File: src/rtl/core/spq_pkg.sv
// Shared types and constants for the sorted priority queue.
// No dependencies; used by the cell, the top level and the checker.
`default_nettype none

package spq_pkg;

   localparam int DEPTH   = 16;
   localparam int KEY_W   = 32;
   localparam int PAY_W   = 32;
   localparam int IDX_W   = $clog2(DEPTH);
   localparam int CNT_W   = $clog2(DEPTH + 1);
   localparam int OP_W    = 3;
   localparam int STAT_W  = 2;

   typedef enum logic [OP_W-1:0] {
      OP_INSERT    = 3'd0,
      OP_POP_FRONT = 3'd1,
      OP_POP_BACK  = 3'd2,
      OP_REMOVE    = 3'd3,
      OP_FIND      = 3'd4
   } op_type;

   typedef enum logic [STAT_W-1:0] {
      ST_OK    = 2'd0,
      ST_EMPTY = 2'd1,
      ST_FULL  = 2'd2,
      ST_RANGE = 2'd3
   } status_type;

   // broadcast to every cell for one transfer
   typedef struct packed {
      logic             ins_en;
      logic             del_en;
      logic [IDX_W-1:0] del_pos;
   } cell_ctrl_type;

   // per-cell compare results against the incoming key
   typedef struct packed {
      logic after;
      logic equal;
   } cell_flag_type;

endpackage

`default_nettype wire

File: src/rtl/core/spq_cell.sv
// One slot of the sorted list: holds a key and payload, compares against the
// incoming key and shifts from either neighbour. Depends on spq_pkg.
`default_nettype none

module spq_cell (
   input  wire logic                        clock,
   input  wire logic [spq_pkg::IDX_W-1:0]   cell_index,
   input  wire logic [spq_pkg::CNT_W-1:0]   occupancy,
   input  wire logic                        sort_descending,
   input  wire spq_pkg::cell_ctrl_type      ctrl,
   input  wire logic                        left_after,
   input  wire logic [spq_pkg::KEY_W-1:0]   new_key,
   input  wire logic [spq_pkg::PAY_W-1:0]   new_payload,
   input  wire logic [spq_pkg::KEY_W-1:0]   left_key,
   input  wire logic [spq_pkg::PAY_W-1:0]   left_payload,
   input  wire logic [spq_pkg::KEY_W-1:0]   right_key,
   input  wire logic [spq_pkg::PAY_W-1:0]   right_payload,
   output spq_pkg::cell_flag_type           flags,
   output logic [spq_pkg::KEY_W-1:0]        key_q,
   output logic [spq_pkg::PAY_W-1:0]        payload_q
);

   logic [spq_pkg::KEY_W-1:0] key_ff;
   logic [spq_pkg::KEY_W-1:0] key_in;
   logic [spq_pkg::PAY_W-1:0] payload_ff;
   logic [spq_pkg::PAY_W-1:0] payload_in;
   logic                      occupied;

   assign occupied = ({1'b0, cell_index} < occupancy);

   always_comb begin
      flags.after = occupied &&
                    (sort_descending ? (new_key < key_ff) : (new_key > key_ff));
      flags.equal = (key_ff == new_key);
   end

   // insert: the first cell whose key does not stay ahead takes the new
   // entry, every cell behind it takes its left neighbour
   always_comb begin
      key_in     = key_ff;
      payload_in = payload_ff;
      if (ctrl.ins_en) begin
         if (!left_after) begin
            key_in     = left_key;
            payload_in = left_payload;
         end else if (!flags.after) begin
            key_in     = new_key;
            payload_in = new_payload;
         end
      end else if (ctrl.del_en && (cell_index >= ctrl.del_pos)) begin
         key_in     = right_key;
         payload_in = right_payload;
      end
   end

   always_ff @(posedge clock) begin
      key_ff     <= key_in;
      payload_ff <= payload_in;
   end

   assign key_q     = key_ff;
   assign payload_q = payload_ff;

endmodule

`default_nettype wire

File: src/rtl/core/sorted_priority_queue_core.sv
// Sorted priority queue: a chain of DEPTH cells kept in key order.
// The response becomes valid in the cycle after the request transfer.
// Throughput: one operation per cycle; a request is taken whenever the response
// register is empty or being drained in the same cycle, set by that register.
// Reset (synchronous, active high) empties the list and selects ascending order;
// cell contents are not cleared, only the occupancy count.
`default_nettype none

module sorted_priority_queue_core (
   input  wire logic                         clock,
   input  wire logic                         reset,
   // configuration
   input  wire logic                         csr_wr_en,
   input  wire logic                         csr_wr_data,
   // request channel
   input  wire logic                         req_valid,
   output logic                              req_ready,
   input  wire logic [spq_pkg::OP_W-1:0]     req_operation,
   input  wire logic [spq_pkg::KEY_W-1:0]    req_key,
   input  wire logic [spq_pkg::PAY_W-1:0]    req_payload,
   input  wire logic [spq_pkg::IDX_W-1:0]    req_position,
   input  wire logic [spq_pkg::CNT_W-1:0]    req_range_end,
   // response channel
   output logic                              rsp_valid,
   input  wire logic                         rsp_ready,
   output logic [spq_pkg::STAT_W-1:0]        rsp_status,
   output logic [spq_pkg::CNT_W-1:0]         rsp_index_out,
   output logic                              rsp_found,
   output logic [spq_pkg::CNT_W-1:0]         rsp_count,
   output logic                              rsp_is_empty,
   output logic [spq_pkg::KEY_W-1:0]         rsp_front_key,
   output logic [spq_pkg::PAY_W-1:0]         rsp_front_payload
);

   localparam int DEPTH = spq_pkg::DEPTH;

   // ---------------------------------------------------------------
   // state
   // ---------------------------------------------------------------
   logic                           sort_desc_ff;
   logic [spq_pkg::CNT_W-1:0]      occupancy_ff;
   logic [spq_pkg::CNT_W-1:0]      occupancy_in;

   logic                           rsp_valid_ff;
   logic                           rsp_valid_in;
   logic [spq_pkg::STAT_W-1:0]     status_ff;
   logic [spq_pkg::STAT_W-1:0]     status_in;
   logic [spq_pkg::CNT_W-1:0]      index_ff;
   logic [spq_pkg::CNT_W-1:0]      index_in;
   logic                           found_ff;
   logic                           found_in;

   // ---------------------------------------------------------------
   // cell chain wiring
   // ---------------------------------------------------------------
   spq_pkg::cell_ctrl_type         ctrl;
   spq_pkg::cell_flag_type         flags     [DEPTH];
   logic [spq_pkg::KEY_W-1:0]      key_q     [DEPTH];
   logic [spq_pkg::PAY_W-1:0]      payload_q [DEPTH];
   logic [DEPTH-1:0]               after_vec;
   logic [DEPTH-1:0]               equal_vec;

   logic                           accept;
   logic                           is_empty;
   logic                           is_full;

   // insert position and find result
   logic [spq_pkg::CNT_W-1:0]      ins_idx;
   logic [spq_pkg::CNT_W-1:0]      find_idx;
   logic                           find_hit;
   logic                           find_bad;

   assign accept   = req_valid && req_ready;
   // the held response is either gone or leaving this cycle
   assign req_ready = !rsp_valid_ff || rsp_ready;
   assign is_empty = (occupancy_ff == '0);
   assign is_full  = (occupancy_ff == spq_pkg::CNT_W'(DEPTH));

   for (genvar g = 0; g < DEPTH; g++) begin : g_cell
      logic                      left_after;
      logic [spq_pkg::KEY_W-1:0] left_key;
      logic [spq_pkg::PAY_W-1:0] left_payload;
      logic [spq_pkg::KEY_W-1:0] right_key;
      logic [spq_pkg::PAY_W-1:0] right_payload;

      if (g == 0) begin : g_head
         // nothing stands ahead of the head slot
         assign left_after   = 1'b1;
         assign left_key     = req_key;
         assign left_payload = req_payload;
      end else begin : g_body
         assign left_after   = flags[g-1].after;
         assign left_key     = key_q[g-1];
         assign left_payload = payload_q[g-1];
      end

      if (g == DEPTH - 1) begin : g_tail
         // the tail slot falls out of use after a removal; keep its value
         assign right_key     = key_q[g];
         assign right_payload = payload_q[g];
      end else begin : g_inner
         assign right_key     = key_q[g+1];
         assign right_payload = payload_q[g+1];
      end

      spq_cell u_cell (
         .clock           (clock),
         .cell_index      (spq_pkg::IDX_W'(g)),
         .occupancy       (occupancy_ff),
         .sort_descending (sort_desc_ff),
         .ctrl            (ctrl),
         .left_after      (left_after),
         .new_key         (req_key),
         .new_payload     (req_payload),
         .left_key        (left_key),
         .left_payload    (left_payload),
         .right_key       (right_key),
         .right_payload   (right_payload),
         .flags           (flags[g]),
         .key_q           (key_q[g]),
         .payload_q       (payload_q[g])
      );

      assign after_vec[g] = flags[g].after;
      assign equal_vec[g] = flags[g].equal;
   end

   // ---------------------------------------------------------------
   // insert position: the after flags form a prefix over the occupied
   // slots, so the first clear flag marks the slot the new entry takes
   // ---------------------------------------------------------------
   always_comb begin
      ins_idx = spq_pkg::CNT_W'(DEPTH);
      for (int i = DEPTH - 1; i >= 0; i--) begin
         if (!after_vec[i]) begin
            ins_idx = spq_pkg::CNT_W'(i);
         end
      end
   end

   // ---------------------------------------------------------------
   // find: first equal key within [position, range_end)
   // ---------------------------------------------------------------
   always_comb begin
      find_idx = req_range_end;
      find_hit = 1'b0;
      for (int i = DEPTH - 1; i >= 0; i--) begin
         if (equal_vec[i] &&
             (spq_pkg::CNT_W'(i) >= {1'b0, req_position}) &&
             (spq_pkg::CNT_W'(i) < req_range_end)) begin
            find_idx = spq_pkg::CNT_W'(i);
            find_hit = 1'b1;
         end
      end
   end

   assign find_bad = ({1'b0, req_position} > req_range_end) ||
                     (req_range_end > occupancy_ff);

   // ---------------------------------------------------------------
   // operation decode: cell control, occupancy and result fields
   // ---------------------------------------------------------------
   always_comb begin
      ctrl         = '0;
      occupancy_in = occupancy_ff;
      status_in    = spq_pkg::ST_OK;
      index_in     = '0;
      found_in     = 1'b0;
      unique case (req_operation)
         spq_pkg::OP_INSERT: begin
            if (is_full) begin
               status_in = spq_pkg::ST_FULL;
            end else begin
               ctrl.ins_en  = accept;
               occupancy_in = occupancy_ff + spq_pkg::CNT_W'(1);
               index_in     = ins_idx;
            end
         end
         spq_pkg::OP_POP_FRONT: begin
            if (is_empty) begin
               status_in = spq_pkg::ST_EMPTY;
            end else begin
               ctrl.del_en  = accept;
               occupancy_in = occupancy_ff - spq_pkg::CNT_W'(1);
            end
         end
         spq_pkg::OP_POP_BACK: begin
            if (is_empty) begin
               status_in = spq_pkg::ST_EMPTY;
            end else begin
               occupancy_in = occupancy_ff - spq_pkg::CNT_W'(1);
            end
         end
         spq_pkg::OP_REMOVE: begin
            if (is_empty) begin
               status_in = spq_pkg::ST_EMPTY;
            end else if ({1'b0, req_position} >= occupancy_ff) begin
               status_in = spq_pkg::ST_RANGE;
            end else begin
               ctrl.del_en  = accept;
               ctrl.del_pos = req_position;
               occupancy_in = occupancy_ff - spq_pkg::CNT_W'(1);
               index_in     = {1'b0, req_position};
            end
         end
         spq_pkg::OP_FIND: begin
            if (find_bad) begin
               status_in = spq_pkg::ST_RANGE;
               index_in  = req_range_end;
            end else begin
               index_in = find_idx;
               found_in = find_hit;
            end
         end
         default: begin
            // unknown operation: list untouched, plain ok response
         end
      endcase
   end

   always_comb begin
      rsp_valid_in = rsp_valid_ff;
      if (accept) begin
         rsp_valid_in = 1'b1;
      end else if (rsp_ready) begin
         rsp_valid_in = 1'b0;
      end
   end

   // ---------------------------------------------------------------
   // registers
   // ---------------------------------------------------------------
   always_ff @(posedge clock) begin
      if (reset) begin
         sort_desc_ff <= 1'b0;
         occupancy_ff <= '0;
         rsp_valid_ff <= 1'b0;
      end else begin
         if (csr_wr_en) begin
            sort_desc_ff <= csr_wr_data;
         end
         if (accept) begin
            occupancy_ff <= occupancy_in;
         end
         rsp_valid_ff <= rsp_valid_in;
      end
   end

   always_ff @(posedge clock) begin
      if (accept) begin
         status_ff <= status_in;
         index_ff  <= index_in;
         found_ff  <= found_in;
      end
   end

   // ---------------------------------------------------------------
   // response: the list only changes on a transfer that also reloads the
   // response register, so count and head are read live from the chain
   // ---------------------------------------------------------------
   assign rsp_valid         = rsp_valid_ff;
   assign rsp_status        = status_ff;
   assign rsp_index_out     = index_ff;
   assign rsp_found         = found_ff;
   assign rsp_count         = occupancy_ff;
   assign rsp_is_empty      = is_empty;
   assign rsp_front_key     = is_empty ? '0 : key_q[0];
   assign rsp_front_payload = is_empty ? '0 : payload_q[0];

endmodule

`default_nettype wire

File: config.mk
export PLATFORM = sky130hd
export DESIGN_NAME = sorted_priority_queue_core
export DESIGN_NICKNAME = d
export VERILOG_FILES = /design/src/rtl/core/spq_pkg.sv /design/src/rtl/core/spq_cell.sv /design/src/rtl/core/sorted_priority_queue_core.sv
export SDC_FILE = /design/constraint.sdc
export NUM_CORES = 2
export LEC_CHECK = 0
export BUFFER_PORTS_ARGS = -buffer_cell sky130_fd_sc_hd__buf_2
export CAP_MARGIN = 20
export CORE_MARGIN = 8
export CORE_UTILIZATION = 58
export CTS_CLUSTER_DIAMETER = 150
export DETAILED_ROUTE_END_ITERATION = 7
export PLACE_DENSITY = 0.78
export SETUP_SLACK_MARGIN = 0.3
export SLEW_MARGIN = 20
export SYNTH_ARGS = -nofsm -noshare
export SYNTH_HDL_FRONTEND = slang
export SYNTH_SLANG_ARGS = --single-unit
File: constraint.sdc
create_clock -name clock -period 9.4 [get_ports clock]
set_input_delay 1.88 -clock clock [delete_from_list [all_inputs] [get_ports clock]]
set_output_delay 1.88 -clock clock [all_outputs]
set_load 0.1 [all_outputs]
## Yosys cells after proc, flatten, opt, wreduce, memory -nomap -nowiden

Index checks and enable logic that the tools add are counted.

- Input bits: 82
- Register bits after elaboration: 1,039
- Logic and storage cells: 496
- Output and inout port bits: 80

- Equal/unequal tests: 41
- Multiplexer cells: 213
- Magnitude comparators: 97
- Reductions and logical operators: 104
- Bitwise operators: 1
- Add/sub/neg operators: 2

Operators with widths:

| kind | number |
|---|---|
| 32-bit two-way mux | 124 |
| 32-bit equality test | 16 |
| 32-bit greater-than comparator | 16 |
| 32-bit less-than comparator | 16 |
| 5-bit two-way mux | 40 |
| 4-bit by 5-bit less-than comparator with 1-bit output, first input constant | 16 |
| 1-bit logical AND | 63 |
| 4-bit >= comparator, first input constant | 14 |
| 3-bit != test, second input constant | 14 |
| 3-bit by 5-bit less-than comparator with 1-bit output, first input constant | 8 |
| 1-bit two-way mux | 38 |
| 3-bit by 4-bit >= comparator with 1-bit output, first input constant | 8 |
| 2-bit AND reduction | 16 |
| 2-bit nonzero test | 16 |
| 5-bit case mux with 3 select lines | 2 |
| 1-bit by 5-bit less-than comparator with 1-bit output, first input constant | 4 |
| 2-bit by 5-bit less-than comparator with 1-bit output, first input constant | 4 |
| 1-bit by 4-bit >= comparator with 1-bit output, first input constant | 4 |
| 2-bit by 4-bit >= comparator with 1-bit output, first input constant | 4 |
| 4-bit two-way mux | 3 |
| 2-bit != test, second input constant | 6 |
| 2-bit two-way mux | 4 |
| 2-bit case mux with 4 select lines | 1 |
| 3-bit by 2-bit equality test with 1-bit output, second input constant | 2 |
| other kinds (17) | 19 |

## Longest topological paths before layout

- Depth in word-level cells: 21
- Depth in mapped cells: 16
- Depth with buffers taken out: 12

## Modules after synthesis

A second synthesis with hierarchy kept.

- Cell total of the unflattened synthesis: 7,100
- Area total of the unflattened synthesis: 71,335.9 um^2

Modules (own cells, without submodules):

| module | sequential area each (um^2) | area each (um^2) | cells an instance | times used |
|---|---|---|---|---|
| spq_cell | 1,921.8 | 4,304.1 | 422 | 16 |
| sorted_priority_queue_core | 380.4 | 2,469.9 | 348 | 1 |

## Worst setup path after synthesis

OpenSTA, ideal clock, no wires.

- Path kind: input to register
- Start point: input req_key[0] in the netlist's numbering
- End point: register g_cell[6].u_cell.key_ff, in the netlist g_cell[6].u_cell.key_q[0] (enable)
- Path slack: -0.567 ns
- Library setup time: 0.595 ns
- Arrival time: 9.372 ns
- Data required time: 8.805 ns
- Stages: 14
- Buffers on the path: 3
- Path through: clkbuf_1 -> clkinv_1 -> ha_1 -> nor2b_1 -> o21a_1 -> o21a_1 -> o21ai_0 -> a211oi_1 -> nor3_1 -> mux2i_1 -> buf_2 -> buf_2 -> nor2_1 -> a222oi_1

- Word-level cells in the longest chain between the ends: 5
- Elaborated cells between the ends (all ways): 10
- Classes of those cells: order compare: 4; eq/ne: 1; mux: 2; reduce/logical: 3

Ends and longest elaborated chain:

| what | line | RTL |
|---|---|---|
| from (decl) | sorted_priority_queue_core.sv:19 | `input wire logic [spq_pkg::KEY_W-1:0] req_key,` |
| 32-bit greater-than comparator / 32-bit less-than comparator (equally long branches) | spq_cell.sv:33 | `(sort_descending ? (new_key < key_ff) : (new_key > key_ff));` |
| 1-bit two-way mux | spq_cell.sv:33 |  |
| 1-bit logical AND | spq_cell.sv:32 | `flags.after = occupied &&` |
| 3-bit != test (no line) (*) | -- |  |
| 2-bit AND reduction (no line) (*) | -- |  |
| to (signal assigned) | spq_cell.sv:57 | `key_ff <= key_in;` |
| to (decl) | spq_cell.sv:23 | `logic [spq_pkg::KEY_W-1:0] key_ff;` |

Mark *: on every way between the ends. The rest lies on a longest branch, timed or not.
A chain may end at the register's enable or synchronous reset.

## Worst setup path in the final report

- Start point: input req_key[24] in the netlist's numbering
- End point: register g_cell[3].u_cell.key_ff, in the netlist g_cell[3].u_cell.key_q[24] (enable)

- Word-level cells in the longest chain between the ends: 5
- Elaborated cells between the ends (all ways): 10
- Classes of those cells: order compare: 4; eq/ne: 1; mux: 2; reduce/logical: 3

Ends and longest elaborated chain:

| what | line |
|---|---|
| 32-bit greater-than comparator / 32-bit less-than comparator (equally long branches) | spq_cell.sv:33 |
| 1-bit two-way mux | spq_cell.sv:33 |
| 1-bit logical AND | spq_cell.sv:32 |
| 3-bit != test (no line) (*) | -- |
| 2-bit AND reduction (no line) (*) | -- |
| to (signal assigned) | spq_cell.sv:57 |
| to (decl) | spq_cell.sv:23 |

Marked as above.

==> flow_summary.yaml <==
run:
  max-cap-violations: 0
cells_and_area:
  finalCoreUtilization_pct: 63.5
  drive_gt1_share_pct: 7.96
  area_growth_pct: 9.12
  instances_no_fill: 8401
  nets: 7404
sta:
  slew_headroom_pct: 19.3
  post-route-period-util_pct: 72.4
  skew_ns: 0.0181
  rsz0062_at_grt: "false"
  worst_slew_pin_slew_ns: 1.21
  hold_viol: 0
  finalSetupTns_ns: 0
  setup_violations: 0
  drv_slew: 0
  fmax_ghz: 0.147
  finalCriticalPeriod_ns: 6.81
drt:
  drtPass1Iterations: 6
  vias: 52553
  wirelength_um: 199000
  routed_via_density: 6.26
  first_iter_violations: 6450
  avgRoutedWirePerCell_um: 23.7
  antenna_left: 0
  drcViolationCount: 0
critical_path:
  critPathArrivalTime_ns: 7.18
  worst-path-max-fanout: 43
  cp.required_ns: 9.77
  worst-setup-path-type: "input port to flop"
  end_kind: "flop"
  startpoint_type: "input port"
clock_tree:
  clock_path_buffers: 3
  cts_max_level: 3
  path_clk_slew_ns: 0.06
  clk_latency_ns: 0.72
  cts-buffers-inserted: 113
  ctsHoldBuffers: 0
  ctsResizeCount: 0
  clockRootBuffer: "clkbuf_16"
  cts_sinks: 1039
  cts_tree: "yes"
  post_cts_buffers: 0
floorplan:
  die-area_um2: 125000
  die_h_um: 354
  num_rows: 124
  boundaryPins: 162
  fp.coreArea_um2: 114000
  initial_core_util_pct: 58.2
  die_w_um: 354
yosys:
  synth_top_family_by_area: "compound AO/OA/AOI/OAI gates"
  synth.avg_cell_area_um2: 9.68
  synthAdderAreaFrac_pct: 9.96
  syn-instance-count: 6850
  synthesis.area_um2: 66300
  synth_top_area_share_pct: 46.7
  synth_commonest_cells: "1203 x nand2_1, 1032 x edfxtp_1, 938 x o21ai_0"
  ys.flop_type: "edfxtp_1"
  synth_compound_area_share_pct: 13.6
  synthSimpleGateAreaFrac_pct: 12.3
  synth_edf_count: 1032
  synth.area.top_cells: "edfxtp_1 47%, mux2i_1 10%, ha_1 10%"
  async_reset_ff_share_pct: 0
  yosysTopAreaCell: "edfxtp_1"
  yosysMostFrequentCell: "nand2_1"
  synthXorXnorAreaFrac_pct: 0.0661
  ys_types: 75
  synth_fp_nets: 7460
  synth_warnings: 0
  seq_area_frac_synth_pct: 47.0
  synth.ff_latch_count: 1039
  synthMuxAreaShare_pct: 11.5
grt:
  grt_max_degree: 337
  antenna_found_initial: 9
  grt.total_usage_pct: 30.3
  grt_first_pass_wirelength_um: 300000
  grt.met2_usage_pct: 47.7
  met1_usage_pct: 40.3
  grtUsageMet3_pct: 4.88
  grt_overflow_total: 0
  busiest_layer: "met2"
  grt_pass1_vias: 50854
power:
  ir_worst_vdd_mv: 0.147
  powerDensity_nw_per_um2: 159
  leakage_nw: 32.0
  power.total_mw: 11.5
placed_design:
  dp_cells: 8187
  dp_hpwl_um: 132000
  io_buffers: 161
  gp_congestion: 0.975
hold_path:
  hold_path_class: "flop to flop"
outcome:
  outcome: "finished clean"
[cell usage in the layout, fill, tap and decap left out, drive strengths merged, types with 69 or more instances in the layout]
cell type,Yosys,layout
nand2,1203,1203
inv,532,533
a21o,97,97
buf,85,263
nor2,352,352
ha,528,528
mux2i,684,684
a21oi,336,336
mux2,69,69
o21ai,962,962
a31oi,77,77
clkbuf,349,130
nand4,114,114
edfxtp,1032,1032
[report_power, final]
group | internal [mW] | switching (mW) | total [mW] | leakage, nW
clock network | 2.45 | 1.94 | 4.40 | 1.72
registers | 5.28 | 0.0986 | 5.38 | 9.46
logic | 0.493 | 1.23 | 1.72 | 20.8
[area by class of cell]
class	instances	area [um^2]
repair buffers	263	1800
clock buffers	130	2910
well taps	1512	1890
diodes	7	17.5
multi-input cells	4844	31900
clock inverters	73	629
fillers	9238	41500
flip-flops and latches	1039	31100
inverters	533	2030
[state kept, by name, summed over array words and instances (netlist names)]
name                     cells
g_cell.u_cell.key_q        512
g_cell.u_cell.payload_q    512
rsp_count                    5
rsp_index_out                5
rsp_status                   2
rsp_found                    1
rsp_valid                    1
sort_desc_ff                 1
[kinds of logic after synthesis]
| group | after synthesis |
|---|---|
| simple gates | 1928 |
| compound gates | 1630 |
| flops | 1039 |
| buf+inv | 967 |
| mux | 753 |
| fa+ha+maj | 528 |
| xor+xnor | 5 |
[per-layer routing]
| metal | share of wire (%) | vias up |
|---|---|---|
| met5 | 0.029 | - |
| li1 | - | 24386 |
| met1 | 40 | 25063 |
| met3 | 9.0 | 552 |
| met2 | 45 | 2542 |
| met4 | 6.0 | 10 |
[worst max-delay path: stages]
cell and delay [ns]:
buf_2 0.61, ha_1 0.35, and4_1 0.20, nor2b_1 0.17
a221oi_1 0.40, o41ai_1 0.15, nor4_1 0.71, o21ai_0 0.30
mux2_4 0.72, inv_2 0.07, a21oi_1 0.20, o21a_4 0.82
buf_4 0.50
[path summary, 6_finish.rpt]
path                                           startpoint                              endpoint  slack (ns)  depth (start not counted)
worst max register to register  rsp_count[1]$_SDFFE_PP0P_  g_cell[0].u_cell.key_q[26]$_DFFE_PP_        3.30                          9
worst min-delay path               rsp_valid$_SDFFE_PP0P_                rsp_valid$_SDFFE_PP0P_        0.51                          2
worst max-delay path                          req_key[24]  g_cell[3].u_cell.key_q[24]$_DFFE_PP_        2.59                         13
worst min register to register     rsp_valid$_SDFFE_PP0P_                rsp_valid$_SDFFE_PP0P_        0.51                          2
[metrics by stage]
stage / instance area, um^2 / setup slack [ns] / hold WS [ns]
global placement: 68700 / 2.01 / 0.492
CTS: 72200 / 2.64 / 0.514
floorplan: 66600 / 0.165 / 0.496
detailed placement: 68700 / 1.88 / 0.504
global route: 72300 / 2.40 / 0.541
finish: 72300 / 2.59 / 0.514
Power figures use the tool's default switching activity.
